$ cat src/pkt_pkg.sv
// Shared constants, codes and types of the packet descriptor queue.
`timescale 1ns / 1ps
`default_nettype none

package pkt_pkg;

  localparam int DEPTH      = 256;
  localparam int PTR_W      = $clog2(DEPTH);
  localparam int HANDLE_W   = 16;
  localparam int LEN_W      = 16;
  localparam int ENTRY_W    = HANDLE_W + LEN_W;
  localparam int CNT_W      = 9;
  localparam int BYTES_W    = 24;
  localparam int MODE_W     = 2;
  localparam int STATUS_W   = 2;
  localparam int POLICY_W   = 2;
  localparam int CFG_IDX_W  = 2;
  localparam int CFG_DATA_W = 9;

  typedef enum logic [MODE_W-1:0] {
    MODE_ENQ  = 2'd0,
    MODE_DEQ  = 2'd1,
    MODE_DROP = 2'd2,
    MODE_NONE = 2'd3
  } mode_t;

  typedef enum logic [POLICY_W-1:0] {
    POL_HEAD   = 2'd0,
    POL_TAIL   = 2'd1,
    POL_REFUSE = 2'd2,
    POL_NONE   = 2'd3
  } policy_t;

  typedef enum logic [STATUS_W-1:0] {
    STAT_OK      = 2'd0,
    STAT_DROPPED = 2'd1,
    STAT_REFUSED = 2'd2,
    STAT_EMPTY   = 2'd3
  } status_t;

  typedef enum logic [CFG_IDX_W-1:0] {
    REG_SIZE_LIMIT  = 2'd0,
    REG_DROP_POLICY = 2'd1
  } reg_idx_t;

  typedef enum logic {
    FSM_IDLE = 1'b0,
    FSM_EXEC = 1'b1
  } fsm_t;

  typedef struct packed {
    logic [CNT_W-1:0] limit;
    policy_t          policy;
  } cfg_t;

  typedef struct packed {
    logic [HANDLE_W-1:0] handle;
    logic [LEN_W-1:0]    len;
  } entry_t;

  typedef struct packed {
    status_t             status;
    logic                out_valid;
    logic [HANDLE_W-1:0] out_handle;
    logic [LEN_W-1:0]    out_bytes;
    logic                oversize;
    logic                drop_valid;
    logic [HANDLE_W-1:0] drop_handle;
    logic [LEN_W-1:0]    drop_bytes;
    logic [CNT_W-1:0]    count;
    logic [BYTES_W-1:0]  total_bytes;
  } result_t;

endpackage

`default_nettype wire

$ cat src/pkt_cfg_if.sv
// Configuration write channel: register index and data per beat.
`timescale 1ns / 1ps
`default_nettype none

interface pkt_cfg_if;
  import pkt_pkg::*;

  logic                  valid;
  logic                  ready;
  logic [CFG_IDX_W-1:0]  index;
  logic [CFG_DATA_W-1:0] data;

  modport source (output valid, output index, output data, input ready);
  modport sink   (input valid, input index, input data, output ready);
endinterface

`default_nettype wire

$ cat src/pkt_cfg_regs.sv
// Configuration registers: size limit and drop policy.
`timescale 1ns / 1ps
`default_nettype none

module pkt_cfg_regs (
  input  logic          clk,
  input  logic          rst_n,
  pkt_cfg_if.sink       cfg_ch,
  output pkt_pkg::cfg_t cfg
);
  import pkt_pkg::*;

  logic [CNT_W-1:0] size_limit_r;
  policy_t          drop_policy_r;
  logic             wr;

  assign cfg_ch.ready = 1'b1;
  assign wr = cfg_ch.valid && cfg_ch.ready;

  always_ff @(posedge clk) begin
    if (!rst_n) begin
      size_limit_r  <= CNT_W'(DEPTH);
      drop_policy_r <= POL_HEAD;
    end else if (wr) begin
      unique case (reg_idx_t'(cfg_ch.index))
        REG_SIZE_LIMIT:  size_limit_r  <= cfg_ch.data[CNT_W-1:0];
        REG_DROP_POLICY: drop_policy_r <= policy_t'(cfg_ch.data[POLICY_W-1:0]);
        default: ;
      endcase
    end
  end

  // zero or anything above the depth selects the full depth
  always_comb begin
    cfg.policy = drop_policy_r;
    if (size_limit_r == '0 || size_limit_r > CNT_W'(DEPTH)) begin
      cfg.limit = CNT_W'(DEPTH);
    end else begin
      cfg.limit = size_limit_r;
    end
  end

endmodule

`default_nettype wire

$ cat src/flat_wrapper.sv
// flat-port wrapper written by rule: the top's interface ports become plain ports
module pkt_cfg_regs_flat import pkt_pkg::*;
  (clk, rst_n, cfg, cfg_ch_valid, cfg_ch_index, cfg_ch_data, cfg_ch_ready);
  pkt_cfg_if cfg_ch_i ();
  input  logic clk;
  input  logic rst_n;
  output pkt_pkg::cfg_t cfg;
  input wire logic [$bits(cfg_ch_i.valid)-1:0] cfg_ch_valid;
  input wire logic [$bits(cfg_ch_i.index)-1:0] cfg_ch_index;
  input wire logic [$bits(cfg_ch_i.data)-1:0] cfg_ch_data;
  output wire logic [$bits(cfg_ch_i.ready)-1:0] cfg_ch_ready;
  assign cfg_ch_i.valid = cfg_ch_valid;
  assign cfg_ch_i.index = cfg_ch_index;
  assign cfg_ch_i.data = cfg_ch_data;
  assign cfg_ch_ready = cfg_ch_i.ready;
  pkt_cfg_regs u_core (.clk(clk), .rst_n(rst_n), .cfg_ch(cfg_ch_i), .cfg(cfg));
endmodule
$ cat config.mk
export PLATFORM = sky130hd
export DESIGN_NAME = pkt_cfg_regs_flat
export DESIGN_NICKNAME = d
export VERILOG_FILES = /design/src/pkt_pkg.sv /design/src/pkt_cfg_if.sv /design/src/pkt_cfg_regs.sv /design/src/flat_wrapper.sv
export SDC_FILE = /design/constraint.sdc
export NUM_CORES = 1
export LEC_CHECK = 0
export ABC_AREA = 1
export BUFFER_PORTS_ARGS = -buffer_cell sky130_fd_sc_hd__buf_2
export CAP_MARGIN = 20
export CORE_AREA = 5 5 42 44
export CTS_CLUSTER_DIAMETER = 50
export DETAILED_ROUTE_END_ITERATION = 8
export DIE_AREA = 0 0 47 49
export PLACE_DENSITY_LB_ADDON = 0.12
export REMOVE_ABC_BUFFERS = 1
export SETUP_SLACK_MARGIN = 0.15
export SLEW_MARGIN = 10
export SYNTH_ARGS = -nofsm -noshare
export SYNTH_HDL_FRONTEND = slang
export SYNTH_SLANG_ARGS = --single-unit
$ cat constraint.sdc
create_clock -name clk -period 3.6 [get_ports clk]
set_clock_uncertainty 0.15 [all_clocks]
set_input_delay 0.72 -clock clk [delete_from_list [all_inputs] [get_ports clk]]
set_output_delay 0.72 -clock clk [all_outputs]
set_load 0.03 [all_outputs]
==> results of run 1 <==
layout make-up:
type,instances,area [um^2]
Timing Repair Buffer,24,120
Clock buffer,4,26.3
Inverter,21,78.8
Fill cell,162,664
Sequential cell,11,220
Multi-Input combinational cell,61,272
Tap cell,16,20.0
through the flow:
stage / hold WS [ps] / setup slack [ps] / cell area, um^2 / cells
2_1_floorplan: 278 / 1360 / 571 / 93
3_3_place_gp: 311 / 1350 / 711 / 133
3_5_place_dp: 317 / 1360 / 711 / 133
4_1_cts: 335 / 1060 / 737 / 137
5_1_grt: 351 / 955 / 737 / 137
6_report: 332 / 1090 / 737 / 137
kinds of logic after synthesis:
| logic type | count (synthesis) | share of synthesized area |
|---|---|---|
| adder cells (fa/ha/maj) | 1 | 0.0203 |
| flip-flops | 11 | 0.358 |
| AND/OR/NAND/NOR | 51 | 0.350 |
| AO/OA/AOI/OAI | 8 | 0.0650 |
| buffers and inverters | 27 | 0.201 |
| other | 1 | 0.00609 |
metal layers:
metal | vias to the layer above | track usage
met5 | - | 0
met4 | 0 | 0.0829
met3 | 4 | 0.0332
met2 | 16 | 0.176
met1 | 247 | 0.140
li1 | 336 | -
worst min-delay path, stage by stage (launching register included):
cell     delay, ps
dfxtp_1        340
nand2_1         60
nand3_1         50
power by group:
group	leakage (nW)	internal, mW	switching (mW)
Combinational	0.321	0.0221	0.0436
Clock	0.0150	0.0429	0.0400
Sequential	0.0901	0.128	0.00356
cells in the mapped netlist:
cell and count:
inv_1 21, nor2_1 20, nand2_1 17, dfxtp_1 11, nand3_1 11, a21oi_1 8, buf_4 2, buf_6 2
clkbuf_1 2, nor3_1 2, conb_1 1, ha_1 1, nor2_4 1
state kept, by name, indices dropped and copies added (netlist names):
name                  flops
u_core.size_limit_r       9
u_core.drop_policy_r      2
worst max-delay path by stage:
stage | from | end | slack [ps] | depth (start not counted)
after floorplan | u_core.size_limit_r[4] | cfg[2] | 1360 | 6
after global placement | u_core.size_limit_r[4] | cfg[2] | 1350 | 7
after detailed placement | u_core.size_limit_r[4] | cfg[2] | 1360 | 7
after CTS | u_core.size_limit_r[4] | cfg[3] | 1060 | 7
after global routing | u_core.size_limit_r[3] | cfg[3] | 950 | 7
final | u_core.size_limit_r[4] | cfg[3] | 1090 | 7
==> results.json, run 1 <==
{
  "initial_core_util": 0.439,
  "die_x_um": 47,
  "vias_per_cell": 4.40,
  "crit_family": "simple AND/OR/NAND/NOR gates",
  "rows": 14,
  "area_growth_pct": 19.7,
  "crit_path_start_kind": "flip-flop",
  "layout_common_cells": "buf_2 (24), inv_1 (21), nor2_1 (20), nand2_1 (17)",
  "critical_path_arrival_ps": 1640,
  "syn_inst": 99,
  "yosysWarnings": 0,
  "n_antenna_cell": 0,
  "powerDensity_mw_per_mm2": 380,
  "worstPathRequired_ps": 2730,
  "end_kind": "output pin",
  "rsz0062_at_grt": "no",
  "r2r-end": "u_core.drop_policy_r[1]",
  "ir_drop_v": 0.000214,
  "period_share": 0.697,
  "slowest_stage": "ha_1",
  "hpwl_um": 958,
  "htreeDepth": 1,
  "slew_violations": 0,
  "outcome": "complete, no violations",
  "gr-total-overflow": 0,
  "route.met2.wl_um": 584,
  "die_height_um": 49,
  "holdPathEnd": "u_core.size_limit_r[8]",
  "final_common_cell": "buf_2",
  "post_drt_wl_per_cell_um": 9.23,
  "whs_path_depth": 2,
  "ys_seq_area_frac": 0.358,
  "synth-seq-cells": 11,
  "clkLatencyLatePin_ps": 260,
  "clk_pin_slew_worst_paths_ps": 70,
  "drt-total-wl_um": 1260,
  "p_leak_nw": 0.426,
  "fin_nets": 137,
  "crit_chain": "inv_1, nand2_1, nor3_1, nand2_1, ha_1, nor2_1, buf_2",
  "crit_top_cell": "nand2_1",
  "antenna_found_initial": 0,
  "yosysTopAreaCell": "dfxtp_1",
  "max_freq_mhz": 398,
  "post-route-util": 0.526,
  "ant_nets": 0,
  "routed-via-count": 603,
  "rr_worst_depth": 4,
  "first_iter_violations": 1,
  "drive_gt1_frac": 0.231,
  "finalSetupTns_ps": 0,
  "io_buffers": 24,
  "ctsHoldBuffers": 0,
  "hold_path.class": "reg2reg",
  "power_uw": 280,
  "rr_startpoint": "u_core.drop_policy_r[1]",
  "die_area_mm2": 0.00230,
  "cts_buffers": 3,
  "drt-met1-wl_um": 553,
  "grt_pass1_vias": 515,
  "grt_pass1_wl_um": 1980,
  "gp_congestion": 0.695,
  "dr.max_layer_used": "met4",
  "hold_violations": 0,
  "dr_wl_met3_um": 87,
  "max_stage_delay_ps": 390,
  "cts_tree": "yes",
  "cts-resized-gates": 0,
  "clock-sinks": 11,
  "grt_usage": 0.119,
  "postCtsSetupRepairBufs": 0,
  "yosys-top-cells-area": "dfxtp_1 (36%), inv_1 (13%), nor2_1 (12%), nand2_1 (10%), nand3_1 (8.9%)",
  "min_period_ps": 2510,
  "synth.distinct_cells": 13,
  "cp_max_fo": 8,
  "cts.path.max_buffers": 2,
  "grt_max_degree": 20,
  "drv_cap": 0,
  "reg2reg_slack_ps": 2850,
  "cp_num_buf_inv": 2,
  "synth_area_um2": 616,
  "criticalPathCategory": "reg2out",
  "core_mm2": 0.00140,
  "io_pins": 26,
  "setup_viol": 0,
  "first_pass_iters": 2,
  "drc": 0,
  "cts-root-buf": "clkbuf_4",
  "hp-start": "u_core.size_limit_r[8]",
  "syn_avg_cell_area_um2": 6.22,
  "synth_top_area_share": 0.358
}
Note: power is estimated with default switching activity, not from simulation.
==> run 2, diff against run 1 <==
CORE_AREA = default   (was 5 5 42 44)
CORE_MARGIN = 5   (was default)
CORE_UTILIZATION = 45   (was default)
DIE_AREA = default   (was 0 0 47 49)
clock period = 2.5 ns   (was 3.6 ns; I/O delays follow)
==> results.json, run 2 (synthesized netlist as in run 1, its figures left out) <==
{
  "htreeDepth": 1,
  "die_x_um": 47.0,
  "crit_family": "simple AND/OR/NAND/NOR gates",
  "hold_violations": 0,
  "path_depth": 7,
  "ant_nets": 0,
  "seqPwrFrac": 0.468,
  "cp_num_buf_inv": 2,
  "crit_chain": "inv_1, nand2_1, nor3_1, nand2_1, ha_2, nor2_1, buf_2",
  "rows": 13,
  "whs_path_depth": 3,
  "clock_power_share": 0.295,
  "grt_pass1_wl_um": 2210,
  "finalSetupTns_ps": 0,
  "swShare": 0.310,
  "initial_core_util": 0.473,
  "slew_violations": 0,
  "io_buffers": 24,
  "die_area_mm2": 0.00221,
  "p_leak_nw": 0.423,
  "largest_reg_flops": 9,
  "top_regs": "u_core.size_limit_r: 9 flops, u_core.drop_policy_r: 2 flops",
  "hold_path.class": "in2reg",
  "grt_usage": 0.141,
  "post-route-util": 0.571,
  "die_height_um": 47.0,
  "layout_common_cells": "buf_2 (22), inv_1 (21), nor2_1 (20), nand2_1 (17)",
  "cts.path.max_buffers": 2,
  "p_int_uw": 280,
  "grt_pass1_vias": 559,
  "clk_pin_slew_worst_paths_ps": 70,
  "gp_congestion": 0.746,
  "area_growth_pct": 20.7,
  "end_kind": "output pin",
  "gr-total-overflow": 0,
  "antenna_found_initial": 0,
  "cts_buffers": 3,
  "drv_cap": 0,
  "max_freq_mhz": 453,
  "clkLatencyLatePin_ps": 260,
  "rr_worst_depth": 4,
  "drive_gt1_frac": 0.240,
  "outcome": "complete, no violations",
  "final_common_cell": "buf_2",
  "cts_tree": "yes",
  "power.switching_uw": 126,
  "post_drt_wl_per_cell_um": 9.58,
  "clock-sinks": 11,
  "worstPathRequired_ps": 1850,
  "drt-total-wl_um": 1300,
  "setup_viol": 0,
  "routed-via-count": 622,
  "dpl_cell_area_um2": 709,
  "slowest_stage": "ha_2",
  "pwr-share-comb": 0.237,
  "critical_path_arrival_ps": 1560,
  "fin_area_um2": 743,
  "ir_drop_v": 0.000292,
  "min_period_ps": 2210,
  "first_pass_iters": 4,
  "criticalPathCategory": "reg2out",
  "period_share": 0.882,
  "rsz0062_at_grt": "no",
  "hpwl_um": 976,
  "powerDensity_mw_per_mm2": 545,
  "io_pins": 26,
  "regMostFlops": "u_core.size_limit_r",
  "cp_max_fo": 8,
  "ctsHoldBuffers": 0,
  "power_uw": 405,
  "whs_ps": 325,
  "first_iter_violations": 4,
  "drc": 0,
  "crit_top_cell": "nand2_1",
  "core_mm2": 0.00130,
  "postCtsSetupRepairBufs": 0,
  "grt_max_degree": 20,
  "max_stage_delay_ps": 320,
  "crit_path_start_kind": "flip-flop",
  "vias_per_cell": 4.57,
  "cts-root-buf": "clkbuf_4",
  "n_antenna_cell": 0,
  "fin_nets": 137
}
## run 2: power groups by stage
| stage | combinational, mW | sequential (mW) | clock (mW) |
|---|---|---|---|
| final | 0.0962 | 0.190 | 0.120 |
| after detailed placement | 0.0953 | 0.194 | 0 |
| after global placement | 0.0939 | 0.193 | 0 |
| after floorplan | 0.0588 | 0.196 | 0 |
| after global routing | 0.109 | 0.191 | 0.133 |
| after CTS | 0.0956 | 0.189 | 0.124 |
## run 2: repair_timing
| action | CTS | global route |
|---|---|---|
| gates resized for setup | 0 | 3 |
| hold endpoints to repair | 0 | 0 |
| setup endpoints to repair | 0 | 8 |
## run 2: final timing paths
check / from / end / slack, ps
worst min-delay path: cfg_ch_data[0] / u_core.drop_policy_r[0] / 330
worst max register to register: u_core.drop_policy_r[1] / u_core.drop_policy_r[1] / 1740
worst max-delay path: u_core.size_limit_r[1] / cfg[9] / 290
worst min register to register: u_core.size_limit_r[8] / u_core.size_limit_r[8] / 330
## run 2: area by class of cell
cell class                      instances  area (um^2)
Tap cell                               15         18.8
Fill cell                             142          558
Timing Repair Buffer                   24          125
Multi-Input combinational cell         61          274
Clock buffer                            4         26.3
Inverter                               21         78.8
Sequential cell                        11          220
## run 2: through the flow
| stage | std cells | setup WS (ps) |
|---|---|---|
| floorplan | 93 | 477 |
| CTS | 136 | 193 |
| global route | 136 | 151 |
| detailed placement | 132 | 487 |
| finish | 136 | 295 |
| global placement | 132 | 488 |
## run 2: worst reg2reg max path: cells and delay by family, from the launching register on
| family | cells | cell delay [ps] |
|---|---|---|
| DFF | 1 | 330 |
| buffers and inverters | 1 | 40 |
| and+or+nand+nor | 3 | 190 |
## run 2: per-layer routing
layer | global-route usage | up-vias | routed length, um
met4 | 0.0497 | 0 | 12
met5 | 0 | - | 0
met2 | 0.228 | 15 | 616
li1 | - | 336 | -
met1 | 0.176 | 269 | 583
met3 | 0.0460 | 2 | 91
