--- src/pkt_pkg.sv ---
// Shared constants, codes and types of the packet descriptor queue.
`timescale 1ns / 1ps
`default_nettype none

package pkt_pkg;

  localparam int DEPTH      = 256;
  localparam int PTR_W      = $clog2(DEPTH);
  localparam int HANDLE_W   = 16;
  localparam int LEN_W      = 16;
  localparam int ENTRY_W    = HANDLE_W + LEN_W;
  localparam int CNT_W      = 9;
  localparam int BYTES_W    = 24;
  localparam int MODE_W     = 2;
  localparam int STATUS_W   = 2;
  localparam int POLICY_W   = 2;
  localparam int CFG_IDX_W  = 2;
  localparam int CFG_DATA_W = 9;

  typedef enum logic [MODE_W-1:0] {
    MODE_ENQ  = 2'd0,
    MODE_DEQ  = 2'd1,
    MODE_DROP = 2'd2,
    MODE_NONE = 2'd3
  } mode_t;

  typedef enum logic [POLICY_W-1:0] {
    POL_HEAD   = 2'd0,
    POL_TAIL   = 2'd1,
    POL_REFUSE = 2'd2,
    POL_NONE   = 2'd3
  } policy_t;

  typedef enum logic [STATUS_W-1:0] {
    STAT_OK      = 2'd0,
    STAT_DROPPED = 2'd1,
    STAT_REFUSED = 2'd2,
    STAT_EMPTY   = 2'd3
  } status_t;

  typedef enum logic [CFG_IDX_W-1:0] {
    REG_SIZE_LIMIT  = 2'd0,
    REG_DROP_POLICY = 2'd1
  } reg_idx_t;

  typedef enum logic {
    FSM_IDLE = 1'b0,
    FSM_EXEC = 1'b1
  } fsm_t;

  typedef struct packed {
    logic [CNT_W-1:0] limit;
    policy_t          policy;
  } cfg_t;

  typedef struct packed {
    logic [HANDLE_W-1:0] handle;
    logic [LEN_W-1:0]    len;
  } entry_t;

  typedef struct packed {
    status_t             status;
    logic                out_valid;
    logic [HANDLE_W-1:0] out_handle;
    logic [LEN_W-1:0]    out_bytes;
    logic                oversize;
    logic                drop_valid;
    logic [HANDLE_W-1:0] drop_handle;
    logic [LEN_W-1:0]    drop_bytes;
    logic [CNT_W-1:0]    count;
    logic [BYTES_W-1:0]  total_bytes;
  } result_t;

endpackage

`default_nettype wire

--- src/pkt_in_if.sv ---
// Input channel: one queue operation per beat.
`timescale 1ns / 1ps
`default_nettype none

interface pkt_in_if;
  import pkt_pkg::*;

  logic                valid;
  logic                ready;
  logic [MODE_W-1:0]   mode;
  logic [HANDLE_W-1:0] handle;
  logic [LEN_W-1:0]    byte_len;
  logic [LEN_W-1:0]    max_bytes;

  modport source (output valid, output mode, output handle, output byte_len,
                  output max_bytes, input ready);
  modport sink   (input valid, input mode, input handle, input byte_len,
                  input max_bytes, output ready);
endinterface

`default_nettype wire

--- src/pkt_out_if.sv ---
// Result channel: one result beat per operation.
`timescale 1ns / 1ps
`default_nettype none

interface pkt_out_if;
  import pkt_pkg::*;

  logic                valid;
  logic                ready;
  logic [STATUS_W-1:0] status;
  logic                out_valid;
  logic [HANDLE_W-1:0] out_handle;
  logic [LEN_W-1:0]    out_bytes;
  logic                oversize;
  logic                drop_valid;
  logic [HANDLE_W-1:0] drop_handle;
  logic [LEN_W-1:0]    drop_bytes;
  logic [CNT_W-1:0]    count;
  logic [BYTES_W-1:0]  total_bytes;

  modport source (output valid, output status, output out_valid, output out_handle,
                  output out_bytes, output oversize, output drop_valid,
                  output drop_handle, output drop_bytes, output count,
                  output total_bytes, input ready);
  modport sink   (input valid, input status, input out_valid, input out_handle,
                  input out_bytes, input oversize, input drop_valid,
                  input drop_handle, input drop_bytes, input count,
                  input total_bytes, output ready);
endinterface

`default_nettype wire

--- src/pkt_ctrl.sv ---
// Queue sequencer: pointers, counters, read-modify-write of the entry RAM, result register.
`timescale 1ns / 1ps
`default_nettype none

module pkt_ctrl (
  input  logic                        clk,
  input  logic                        rst_n,
  pkt_in_if.sink                      in_ch,
  pkt_out_if.source                   out_ch,
  input  pkt_pkg::cfg_t               cfg,
  output logic                        ram_we,
  output logic [pkt_pkg::PTR_W-1:0]   ram_waddr,
  output logic [pkt_pkg::ENTRY_W-1:0] ram_wdata,
  output logic                        ram_re,
  output logic [pkt_pkg::PTR_W-1:0]   ram_raddr,
  input  logic [pkt_pkg::ENTRY_W-1:0] ram_rdata
);
  import pkt_pkg::*;

  fsm_t                state_r, state_nxt;
  logic [PTR_W-1:0]    head_r, head_nxt;
  logic [PTR_W-1:0]    tail_r, tail_nxt;
  logic [CNT_W-1:0]    cnt_r, cnt_nxt;
  logic [BYTES_W-1:0]  bytes_r, bytes_nxt;
  mode_t               mode_r;
  logic [HANDLE_W-1:0] handle_r;
  logic [LEN_W-1:0]    len_r;
  logic [LEN_W-1:0]    maxb_r;
  logic                out_vld_r;
  result_t             res_r, res_nxt;

  logic                accept, fire;
  logic                full, empty, full_in, use_tail;
  logic                pop_head, pop_tail, push;
  logic [PTR_W-1:0]    tail_popped;
  entry_t              rd;

  assign accept  = in_ch.valid && in_ch.ready;
  assign full    = cnt_r >= cfg.limit;
  assign empty   = cnt_r == '0;
  assign full_in = full;
  assign rd      = entry_t'(ram_rdata);

  // Read the slot this item may pop; state is settled since the previous item
  // committed before this one was accepted, so no forwarding is needed.
  always_comb begin
    use_tail = 1'b0;
    unique case (mode_t'(in_ch.mode))
      MODE_ENQ:  use_tail = full_in && cfg.policy == POL_TAIL;
      MODE_DROP: use_tail = cfg.policy == POL_TAIL;
      default:   use_tail = 1'b0;
    endcase
  end

  assign ram_re    = accept;
  assign ram_raddr = use_tail ? tail_r - PTR_W'(1) : head_r;

  // next state
  always_comb begin
    state_nxt = state_r;
    unique case (state_r)
      FSM_IDLE: if (accept) state_nxt = FSM_EXEC;
      FSM_EXEC: if (fire) state_nxt = FSM_IDLE;
      default:  state_nxt = FSM_IDLE;
    endcase
  end

  // handshake outputs
  always_comb begin
    in_ch.ready = 1'b0;
    fire        = 1'b0;
    unique case (state_r)
      FSM_IDLE: in_ch.ready = 1'b1;
      FSM_EXEC: fire = !out_vld_r || out_ch.ready;
      default: ;
    endcase
  end

  // decide the operation from the fetched entry
  always_comb begin
    pop_head = 1'b0;
    pop_tail = 1'b0;
    push     = 1'b0;
    res_nxt  = '0;
    res_nxt.status = STAT_OK;
    unique case (mode_r)
      MODE_ENQ: begin
        if (!full) begin
          push = 1'b1;
        end else if (cfg.policy == POL_HEAD) begin
          pop_head = 1'b1;
          push     = 1'b1;
          res_nxt.status = STAT_DROPPED;
        end else if (cfg.policy == POL_TAIL) begin
          pop_tail = 1'b1;
          push     = 1'b1;
          res_nxt.status = STAT_DROPPED;
        end else begin
          res_nxt.status = STAT_REFUSED;
        end
      end
      MODE_DEQ: begin
        if (empty) begin
          res_nxt.status = STAT_EMPTY;
        end else begin
          pop_head = 1'b1;
          res_nxt.out_valid  = 1'b1;
          res_nxt.out_handle = rd.handle;
          res_nxt.out_bytes  = rd.len;
          res_nxt.oversize   = rd.len > maxb_r;
        end
      end
      MODE_DROP: begin
        if (empty) begin
          res_nxt.status = STAT_EMPTY;
        end else if (cfg.policy == POL_TAIL) begin
          pop_tail = 1'b1;
          res_nxt.status = STAT_DROPPED;
        end else if (cfg.policy == POL_HEAD || cfg.policy == POL_REFUSE) begin
          pop_head = 1'b1;
          res_nxt.status = STAT_DROPPED;
        end else begin
          res_nxt.status = STAT_REFUSED;
        end
      end
      default: ;
    endcase

    if (mode_r != MODE_DEQ && (pop_head || pop_tail)) begin
      res_nxt.drop_valid  = 1'b1;
      res_nxt.drop_handle = rd.handle;
      res_nxt.drop_bytes  = rd.len;
    end

    tail_popped = pop_tail ? tail_r - PTR_W'(1) : tail_r;
    head_nxt    = pop_head ? head_r + PTR_W'(1) : head_r;
    tail_nxt    = push ? tail_popped + PTR_W'(1) : tail_popped;
    cnt_nxt     = cnt_r - CNT_W'(pop_head || pop_tail) + CNT_W'(push);
    bytes_nxt   = bytes_r - ((pop_head || pop_tail) ? BYTES_W'(rd.len) : '0)
                          + (push ? BYTES_W'(len_r) : '0);
    res_nxt.count       = cnt_nxt;
    res_nxt.total_bytes = bytes_nxt;
  end

  assign ram_we    = fire && push;
  assign ram_waddr = tail_popped;
  assign ram_wdata = ENTRY_W'({handle_r, len_r});

  always_ff @(posedge clk) begin
    if (!rst_n) begin
      state_r   <= FSM_IDLE;
      head_r    <= '0;
      tail_r    <= '0;
      cnt_r     <= '0;
      bytes_r   <= '0;
      out_vld_r <= 1'b0;
    end else begin
      state_r <= state_nxt;
      if (fire) begin
        head_r    <= head_nxt;
        tail_r    <= tail_nxt;
        cnt_r     <= cnt_nxt;
        bytes_r   <= bytes_nxt;
        out_vld_r <= 1'b1;
      end else if (out_ch.ready) begin
        out_vld_r <= 1'b0;
      end
    end
  end

  always_ff @(posedge clk) begin
    if (accept) begin
      mode_r   <= mode_t'(in_ch.mode);
      handle_r <= in_ch.handle;
      len_r    <= in_ch.byte_len;
      maxb_r   <= in_ch.max_bytes;
    end
    if (fire) begin
      res_r <= res_nxt;
    end
  end

  assign out_ch.valid       = out_vld_r;
  assign out_ch.status      = res_r.status;
  assign out_ch.out_valid   = res_r.out_valid;
  assign out_ch.out_handle  = res_r.out_handle;
  assign out_ch.out_bytes   = res_r.out_bytes;
  assign out_ch.oversize    = res_r.oversize;
  assign out_ch.drop_valid  = res_r.drop_valid;
  assign out_ch.drop_handle = res_r.drop_handle;
  assign out_ch.drop_bytes  = res_r.drop_bytes;
  assign out_ch.count       = res_r.count;
  assign out_ch.total_bytes = res_r.total_bytes;

  a_cnt_bound: assert property (@(posedge clk) disable iff (!rst_n)
    cnt_r <= CNT_W'(DEPTH))
    else $error("held count above depth");

  a_ptr_cnt: assert property (@(posedge clk) disable iff (!rst_n)
    cnt_r[PTR_W-1:0] == PTR_W'(tail_r - head_r))
    else $error("pointers disagree with held count");

  a_empty_bytes: assert property (@(posedge clk) disable iff (!rst_n)
    cnt_r == '0 |-> bytes_r == '0)
    else $error("empty queue with nonzero byte total");

  a_deq_count: assert property (@(posedge clk) disable iff (!rst_n)
    fire && mode_r == MODE_DEQ && cnt_r != '0 |=> cnt_r == CNT_W'($past(cnt_r) - 1'b1))
    else $error("dequeue did not decrement count");

  a_empty_status: assert property (@(posedge clk) disable iff (!rst_n)
    fire && res_nxt.status == STAT_EMPTY |-> cnt_r == '0)
    else $error("empty status on a nonempty queue");

endmodule

`default_nettype wire

--- src/flat_wrapper.sv ---
// flat-port wrapper written by rule: the top's interface ports become plain ports
module pkt_ctrl_flat import pkt_pkg::*;
  (clk, rst_n, cfg, ram_we, ram_waddr, ram_wdata, ram_re, ram_raddr, ram_rdata, in_ch_valid, in_ch_mode, in_ch_handle, in_ch_byte_len, in_ch_max_bytes, in_ch_ready, out_ch_valid, out_ch_status, out_ch_out_valid, out_ch_out_handle, out_ch_out_bytes, out_ch_oversize, out_ch_drop_valid, out_ch_drop_handle, out_ch_drop_bytes, out_ch_count, out_ch_total_bytes, out_ch_ready);
  pkt_in_if in_ch_i ();
  pkt_out_if out_ch_i ();
  input  logic clk;
  input  logic rst_n;
  input  pkt_pkg::cfg_t cfg;
  output logic ram_we;
  output logic [pkt_pkg::PTR_W-1:0] ram_waddr;
  output logic [pkt_pkg::ENTRY_W-1:0] ram_wdata;
  output logic ram_re;
  output logic [pkt_pkg::PTR_W-1:0] ram_raddr;
  input  logic [pkt_pkg::ENTRY_W-1:0] ram_rdata;
  input wire logic [$bits(in_ch_i.valid)-1:0] in_ch_valid;
  input wire logic [$bits(in_ch_i.mode)-1:0] in_ch_mode;
  input wire logic [$bits(in_ch_i.handle)-1:0] in_ch_handle;
  input wire logic [$bits(in_ch_i.byte_len)-1:0] in_ch_byte_len;
  input wire logic [$bits(in_ch_i.max_bytes)-1:0] in_ch_max_bytes;
  output wire logic [$bits(in_ch_i.ready)-1:0] in_ch_ready;
  output wire logic [$bits(out_ch_i.valid)-1:0] out_ch_valid;
  output wire logic [$bits(out_ch_i.status)-1:0] out_ch_status;
  output wire logic [$bits(out_ch_i.out_valid)-1:0] out_ch_out_valid;
  output wire logic [$bits(out_ch_i.out_handle)-1:0] out_ch_out_handle;
  output wire logic [$bits(out_ch_i.out_bytes)-1:0] out_ch_out_bytes;
  output wire logic [$bits(out_ch_i.oversize)-1:0] out_ch_oversize;
  output wire logic [$bits(out_ch_i.drop_valid)-1:0] out_ch_drop_valid;
  output wire logic [$bits(out_ch_i.drop_handle)-1:0] out_ch_drop_handle;
  output wire logic [$bits(out_ch_i.drop_bytes)-1:0] out_ch_drop_bytes;
  output wire logic [$bits(out_ch_i.count)-1:0] out_ch_count;
  output wire logic [$bits(out_ch_i.total_bytes)-1:0] out_ch_total_bytes;
  input wire logic [$bits(out_ch_i.ready)-1:0] out_ch_ready;
  assign in_ch_i.valid = in_ch_valid;
  assign in_ch_i.mode = in_ch_mode;
  assign in_ch_i.handle = in_ch_handle;
  assign in_ch_i.byte_len = in_ch_byte_len;
  assign in_ch_i.max_bytes = in_ch_max_bytes;
  assign in_ch_ready = in_ch_i.ready;
  assign out_ch_valid = out_ch_i.valid;
  assign out_ch_status = out_ch_i.status;
  assign out_ch_out_valid = out_ch_i.out_valid;
  assign out_ch_out_handle = out_ch_i.out_handle;
  assign out_ch_out_bytes = out_ch_i.out_bytes;
  assign out_ch_oversize = out_ch_i.oversize;
  assign out_ch_drop_valid = out_ch_i.drop_valid;
  assign out_ch_drop_handle = out_ch_i.drop_handle;
  assign out_ch_drop_bytes = out_ch_i.drop_bytes;
  assign out_ch_count = out_ch_i.count;
  assign out_ch_total_bytes = out_ch_i.total_bytes;
  assign out_ch_i.ready = out_ch_ready;
  pkt_ctrl u_core (.clk(clk), .rst_n(rst_n), .in_ch(in_ch_i), .out_ch(out_ch_i), .cfg(cfg), .ram_we(ram_we), .ram_waddr(ram_waddr), .ram_wdata(ram_wdata), .ram_re(ram_re), .ram_raddr(ram_raddr), .ram_rdata(ram_rdata));
endmodule
--- config.mk ---
export PLATFORM = sky130hd
export DESIGN_NAME = pkt_ctrl_flat
export DESIGN_NICKNAME = d
export VERILOG_FILES = /design/src/pkt_pkg.sv /design/src/pkt_in_if.sv /design/src/pkt_out_if.sv /design/src/pkt_ctrl.sv /design/src/flat_wrapper.sv
export SDC_FILE = /design/constraint.sdc
export NUM_CORES = 1
export LEC_CHECK = 0
export BUFFER_PORTS_ARGS = -buffer_cell sky130_fd_sc_hd__buf_2
export CAP_MARGIN = 10
export CORE_MARGIN = 2
export CORE_UTILIZATION = 35
export CTS_CLUSTER_SIZE = 25
export DETAILED_ROUTE_END_ITERATION = 7
export PLACE_DENSITY = 0.59
export SLEW_MARGIN = 20
export SYNTH_ARGS = -nofsm -noshare
export SYNTH_HDL_FRONTEND = slang
export SYNTH_SLANG_ARGS = --single-unit
export TNS_END_PERCENT = 30
--- constraint.sdc ---
create_clock -name clk -period 5 [get_ports clk]
set_input_delay 0.25 -clock clk [delete_from_list [all_inputs] [get_ports clk]]
set_output_delay 0.25 -clock clk [all_outputs]
set_load 0.01 [all_outputs]
==> results by group, run 1 <==
Logic synthesis
  – Largest area contributor in the netlist: edfxtp_1
  – Number of library cell types mapped by synthesis: 66
  – Most common cell in the netlist: edfxtp_1
  – Syn_area_per_cell: roughly 11 um^2
  – Post-synth EDFFs: about 150
  – Cell area after synthesis: a little over 10,000 um^2
  – Top-area cell type share of the netlist area: 43.91%
  – Synth top area cells: edfxtp_1 44%, dfxtp_1 9.8%, ha_1 7.7%
  – Asr flop ratio synth: 0%
  – Synth Flop Type: edfxtp_1
  – Synth warnings: 0
  – Syn Inst Count: around 950
  – #FFs+latches synth: slightly above 200
  – Post-Syn Nets: between 1,000 and 1,500
  – Seq/Total Area, Yosys: between 50% and 60%
  – Commonest cells in the netlist: 152 x edfxtp_1, 106 x inv_1, 98 x nand2_1

Flow run
  – Max-cap violations: 0

Power and ir drop
  – Max IR drop VDD: roughly 340 uV
  – Sw power: between 0.002 and 0.0025 W
  – Switch share: 34.72%
  – Power Total: roughly 0.0067 W
  – Power per Cell Area: between 400 and 500 nW/um^2
  – Clock Power Share: between 20% and 30%
  – Sequential power share: ~34%
  – P_leak: just under 6 nW
  – Combinational Power Share: about two fifths
  – Internal power: between 0.004 and 0.005 W

Floorplan
  – IO Count: roughly 250
  – Die area: roughly 31,000 um^2
  – Die Span X: 176.3 um
  – FP Rows: 63
  – Initial core utilization: ~35%
  – Area of the core: around 29,000 um^2
  – Die H: approximately 180 um

Timing
  – Final hold vios: 0
  – Skew final: 22.48 ps
  – F_max: around 210 MHz
  – Max transition margin: 31.39%
  – Fin. max-slew vios: 0
  – Final period util: between 90% and 100%
  – RSZ-0062 raised after global routing: yes
  – Final setup violation count: 0
  – Hold_ws: 30.58 ps
  – Min Tclk post-route: 4790 ps
  – Slew @ Worst Pin: ~1000 ps

Final layout
  – Area grow syn2layout: 34.39%
  – Area occupied by multi-input gates: 4471 um^2
  – Post-layout instance area: approximately 14,000 um^2
  – Antenna cells: 0
  – Register area: ~5600 um^2
  – Final cell count without fillers: roughly 1,700
  – Layout fillers: between 2,000 and 3,000
  – Final nets: around 1,500
  – Layout cells sized above 1: 28.10%

GRT
  – Gr usage total: 16.49%
  – Initial antenna violation count: 0
  – Largest net degree at the start of global routing: 70
  – GRT overflow: 0
  – Global-route wire length before repair: between 40 and 50 mm
  – Vias in the first global route: 7,875

Critical path
  – Reg2reg path depth: 20
  – Critical path class: reg2reg
  – CP Cell Sequence: ha_4 > a211oi_2 > nor2_1 > o31a_1 > o31a_1 > buf_4 > a21boi_4 > nand2_1 > fa_1 > inv_2 > fa_2 > a21o_1 > a221oi_2 > o211a_1 > o41ai_4 > o221a_2 > o21a_1 > nor3_2 > nand3b_1 > a21oi_1
  – Worst reg2reg path endpoint: u_core.bytes_r[18]$_SDFFE_PN0P_
  – CP most frequent cell: o31a_1
  – Reg2reg start: u_core.cnt_r[2]$_SDFFE_PN0P_
  – Startpoint types: flip-flop
  – WP data required: 5350 ps
  – CP Data Arrival Time: between 5000 and 6000 ps
  – Max stage delay on crit path: 550 ps
  – Slowest-stage cell, CP: fa_1
  – Reg2reg setup slack: 210 ps
  – Buf+Inv Stages, Crit Path: 2
  – CP top delay family: compound AO/OA/AOI/OAI gates
  – CP Max Fanout: 5
  – CP endpoint kind: flip-flop

Detailed routing
  – Routed wire length: about 27 mm
  – Via count: approximately 8,000
  – DRT Pass-1 Iters: 5
  – DRT iter0 DRCs: approximately 370
  – Final ANT Viol Nets: 0
  – Vias per Instance: roughly 4.7
  – WL/cell: about 16 um
  – Drc violations: 0

Clock tree
  – Reg clk slew, reported paths: around 60 ps
  – TritonCTS clock tree: built
  – CTS Buf Count: 25
  – Root buf cell: clkbuf_16
  – CTS max path bufs: 3
  – Worst-Skew Late Latency: ~540 ps
  – H-tree levels: 1
  – Clk sinks: about 200

Placed design
  – Port Buffer Count: between 200 and 300
  – Area post-placement: roughly 12,000 um^2
  – GP Congestion: between 0.8 and 0.9
  – Detailed Place HPWL: 18.37 mm
  – Placed insts: around 1,600

Status
  – Status: finished clean

Hold path
  – Hold Crit Depth: 2
  – Min-Delay Endpoint: u_core.out_ch.out_handle[2]$_SDFFCE_PN0P_
  – Hold/Removal Path Class: in2reg
  – Hold Crit Start: ram_rdata[18]
## through the flow
step | TNS [ps] | utilization (%) | setup slack [ps]
2_1_floorplan | 0 | - | 2.249
3_3_place_gp | -37.03 | 41.92 | -37.03
3_5_place_dp | -241.8 | 41.92 | -73.75
4_1_cts | -1.495 | 46.69 | -1.495
5_1_grt | -167.3 | 47.51 | -81.41
6_report | 0 | 47.51 | 209.7
## layout by cell type (no fill, tap or decap), drive strengths merged, types with 13 or more instances in the layout
cell type	count
buf	295
edfxtp	152
inv	108
nand2	98
and2	66
dlygate4sd3	64
ha	64
a21oi	52
nor2	52
dfxtp	51
o21ai	35
xnor2	31
clkbuf	29
nor2b	20
xor2	18
o21a	17
fa	17
a211oi	16
clkinv	14
a21o	13
## power by group through the flow
stage	Combinational (W)	Sequential, W	Clock [W]
2_1_floorplan	0.00158	0.00240	0
3_3_place_gp	0.00248	0.00233	0
3_5_place_dp	0.00251	0.00233	0
4_1_cts	0.00259	0.00231	0.00173
5_1_grt	0.00307	0.00233	0.00180
6_report	0.00276	0.00231	0.00168
## logic make-up (layout without fill, tap and decap cells)
family	Yosys count	after routing	synth area share, %
flip-flops	203	203	53.74
multiplexers	7	7	0.6742
AO/OA/AOI/OAI	174	174	10.86
buffers and inverters	142	512	5.176
adder cells (fa/ha/maj)	81	81	10.98
XOR/XNOR	49	49	4.129
AND/OR/NAND/NOR	298	298	14.45
## how the worst max path moves through the flow
stage / endpoint / start / slack (ps) / cells after the start
finish: u_core.bytes_r[18]$_SDFFE_PN0P_ / u_core.cnt_r[2]$_SDFFE_PN0P_ / 210 / 20
CTS: u_core.out_ch.total_bytes[22]$_DFFE_PP_ / u_core.cnt_r[2]$_SDFFE_PN0P_ / -1 / 22
floorplan: u_core.out_ch.total_bytes[22]$_DFFE_PP_ / u_core.cnt_r[2]$_SDFFE_PN0P_ / 2 / 20
detailed placement: u_core.out_ch.total_bytes[22]$_DFFE_PP_ / cfg[4] / -70 / 24
global placement: u_core.out_ch.total_bytes[22]$_DFFE_PP_ / cfg[4] / -40 / 24
global route: u_core.bytes_r[18]$_SDFFE_PN0P_ / u_core.cnt_r[2]$_SDFFE_PN0P_ / -80 / 23
## final cells by class
| type | count | share of cell area, % |
|---|---|---|
| Sequential cell | 203 | 40.04 |
| Multi-Input combinational cell | 609 | 32.00 |
| Timing Repair Buffer | 359 | 16.17 |
| Clock buffer | 29 | 4.586 |
| Tap cell | 390 | 3.493 |
| Inverter | 107 | 2.893 |
| Clock inverter | 17 | 0.8151 |
## worst reg2reg max path, delay by kind of cell (launching register included)
family                     cells  cell delay, ps
AOI/OAI and AO/OA             11            2420
and+or+nand+nor                4             510
buffers and inverters          2             220
DFF                            1             350
adders and majority gates      3            1140
## flip-flops by register name, summed over array words and instances (netlist names), 9 cells and up
name / count
u_core.out_ch.out_handle: 16
u_core.out_ch.total_bytes: 24
u_core.out_ch.drop_bytes: 16
u_core.out_ch.count: 9
u_core.out_ch.drop_handle: 16
u_core.len_r: 16
u_core.bytes_r: 24
u_core.handle_r: 16
u_core.cnt_r: 9
u_core.maxb_r: 16
u_core.out_ch.out_bytes: 16
## layer usage
metal	GRT usage [%]	vias up	routed length, um
met4	5.303	0	635
met2	28.01	222	12610
met1	21.67	3769	11910
met5	0	-	0
met3	2.433	40	1436
li1	-	4003	-
## timing repair
item / in CTS / in global routing
pin swaps: 1 / 18
gates cloned: 0 / 0
gates resized for setup: 1 / 34
hold buffers: 64 / 0
buffers inserted: 0 / 6
endpoints found under the setup margin: 3 / 22
endpoints found under the hold margin: 75 / 0
Power figures use the tool's default switching activity.
==> run 2, diff against run 1 <==
PLACE_DENSITY = 0.57   (was 0.59)
clock period = 5.2 ns   (was 5 ns; I/O delays follow)
==> run 2 against run 1 <==
  * Die area is the same
  * Via count down 2.1%
  * Clock-buffer cell count is 4 higher
  * Flip-flop and latch count unchanged
  * Critical path depth up 4
  * Sequential share of layout area increased by 0.92 points
  * Sequential power down 4%
  * Cell area is 2.4% lower
  * Cell count is 2.2% lower
  * Fmax decreased by 3.5%
  * Clock power grew 3%
  * Setup slack better by 27 ps
==> results by group, run 2 (synthesis results as in run 1) <==
GRT
  – Initial antenna violation count: 0 (unchanged)
  – GRT overflow: 0 (unchanged)
  – Global-route wire length before repair: 40.52 mm (-0.86%)
  – Vias in the first global route: 7,807 (-0.86%)
  – Largest net degree at the start of global routing: 73 (+4.3%)
  – Gr usage total: 16.38% (-0.11 points)

Placed design
  – Pre-CTS WS: -20.80 ps (+52.96 ps)
  – Port Buffer Count: 250 (unchanged)
  – GP Congestion: 0.7911 (-3.0%)
  – Detailed Place HPWL: 18.41 mm (+0.25%)

Detailed routing
  – DRT Pass-1 Iters: 5 (unchanged)
  – Met1 WL: 11.53 mm (-3.2%)
  – Max Used Layer: met4
  – Via count: 7,865 (-2.1%)
  – Final ANT Viol Nets: 0 (unchanged)
  – WL met3: 1.219 mm (-15%)
  – Routed wire length: 25.98 mm (-2.3%)
  – WL/cell: 15.50 um (about the same)
  – Drc violations: 0 (unchanged)
  – Vias per Instance: 4.693 (+0.12%)
  – Routed wl met2: 12.44 mm (-1.4%)
  – DRT iter0 DRCs: 326 (-12%)

Clock tree
  – TritonCTS clock tree: built
  – Worst-Skew Late Latency: 520 ps (-20 ps)
  – Reg clk slew, reported paths: 60 ps (about the same)
  – CTS Buf Count: 24 (-4.0%)
  – Clk sinks: 203 (unchanged)
  – Root buf cell: clkbuf_16
  – H-tree levels: 1 (unchanged)
  – CTS max path bufs: 3 (unchanged)

Power and ir drop
  – Power per Cell Area: 470.0 nW/um^2 (-2.7%)
  – Sequential power share: 34.6% (+0.4 points)
  – Clock Power Share: 26.9% (+2.0 points)
  – Combinational Power Share: 38.5% (-2.5 points)
  – Internal power: 0.004268 W (-3.1%)
  – P_leak: 5.798 nW (-2.6%)
  – Max IR drop VDD: 293.3 uV (-13%)
  – Sw power: 0.002143 W (-8.5%)
  – Switch share: 33.43% (-1.3 points)

Flow run
  – Max-cap violations: 0 (unchanged)

Timing
  – Max transition margin: 34.46% (+3.1 points)
  – Final period util: 95.45% (-0.36 points)
  – Worst setup margin: 236.8 ps (+27.04 ps)
  – Skew final: 23.91 ps (+1.440 ps)
  – Final hold vios: 0 (unchanged)
  – F_max: 201.5 MHz (-3.5%)
  – Fin. max-slew vios: 0 (unchanged)
  – Min Tclk post-route: 4963 ps (+173.0 ps)
  – Final setup violation count: 0 (unchanged)
  – Slew @ Worst Pin: 981.7 ps (-45.97 ps)
  – Total negative slack: 0 ps (unchanged)

Critical path
  – Startpoint types: flip-flop
  – Critical path class: reg2reg
  – CP endpoint kind: flip-flop
  – WP data required: 5540 ps (+190 ps)
  – CP Data Arrival Time: 5310 ps (+170 ps)
  – CP Max Fanout: 5 (unchanged)

Hold path
  – Hold/Removal Path Class: in2reg

Final layout
  – Register area: 5587 um^2 (-0.11%)
  – Layout cells sized above 1: 25.97% (-2.1 points)
  – Area grow syn2layout: 31.21%
  – Antenna cells: 0 (unchanged)
  – Commonest non-fill, non-tap cells in the layout: 250 x buf_2, 152 x edfxtp_1, 105 x inv_1
  – Area occupied by multi-input gates: 4389 um^2 (-1.8%)
  – Final nets: 1,447 (-2.4%)
  – Layout fillers: 2,750 (+1.5%)
  – Most common cell after layout, fill and taps aside: buf_2

Floorplan
  – Die area: 31,090 um^2 (unchanged)
  – Area of the core: 29,400 um^2 (unchanged)
  – Initial core utilization: 35.35% (unchanged)
  – IO Count: 251 (unchanged)
  – Die H: 176.3 um (unchanged)
  – FP Rows: 63 (unchanged)
  – Die Span X: 176.3 um (unchanged)

Status
  – Status: finished clean
## run 2: area by class of cell
type                    instances  area share [%]
flip-flops and latches        203           40.96
multi-input cells             609           32.18
clock buffers                  33           4.807
inverters                     107           2.963
repair buffers                324           14.41
well taps                     390           3.578
clock inverters                10           1.092
## run 2: critical path: stages, from the launching register on
cell and delay, ps:
dfxtp_2 340, ha_1 290, a211oi_1 240, nor2_1 90, o31a_1 250, o31a_1 310
nand2_1 100, a21o_1 130, o21ai_2 70, nor2_4 140, buf_6 130, nor2b_1 60
fa_1 520, inv_1 50, ha_1 340, and3_1 170, a221oi_2 290, o211a_1 240
o41ai_2 90, o221a_2 260, buf_4 140, o21a_1 200, nor3_2 140, nand3b_1 130
a21oi_1 80
## run 2: power by group through the flow
stage                     Clock, W  Combinational [W]  Sequential (W)
after floorplan                  0            0.00150         0.00231
after global placement           0            0.00231         0.00224
after detailed placement         0            0.00232         0.00225
after CTS                  0.00179            0.00237         0.00222
after global routing       0.00184            0.00277         0.00224
final                      0.00173            0.00247         0.00222
## run 2: path summary, 6_finish.rpt
kind                                                       from                                          end  slack (ps)  depth (start not counted)
worst max-delay path               u_core.cnt_r[2]$_SDFFE_PN0P_              u_core.bytes_r[18]$_SDFFE_PN0P_         240                         24
worst min-delay path                              ram_rdata[26]  u_core.out_ch.drop_handle[10]$_SDFFCE_PN0P_          30                          2
worst max register to register     u_core.cnt_r[2]$_SDFFE_PN0P_              u_core.bytes_r[18]$_SDFFE_PN0P_         240                         24
worst min register to register  u_core.bytes_r[13]$_SDFFE_PN0P_              u_core.bytes_r[13]$_SDFFE_PN0P_         450                          2
## run 2: through the flow
stage | hold WS, ps | utilization [%] | instance area [um^2] | cells | total power (W)
after floorplan | 358.9 | - | 10400 | 954 | 0.003814
after global placement | 436.6 | 41.50 | 12200 | 1580 | 0.004551
after detailed placement | 438.1 | 41.50 | 12200 | 1580 | 0.004563
after CTS | 1.403 | 46.01 | 13530 | 1675 | 0.006379
after global routing | 19.42 | 46.39 | 13640 | 1676 | 0.006845
final | 30.60 | 46.39 | 13640 | 1676 | 0.006411
## run 2: per-layer routing
metal | global-route usage, % | vias up
met1 | 21.28 | 3702
li1 | - | 3923
met2 | 28.12 | 193
met5 | 0 | -
met4 | 5.510 | 0
met3 | 2.239 | 47
## run 2: timing repair
| item | CTS | global route |
|---|---|---|
| endpoints found under the hold margin | 52 | 0 |
| resized for setup | 0 | 19 |
| buffers inserted | 0 | 1 |
| hold buffers | 52 | 0 |
| endpoints found under the setup margin | 0 | 19 |
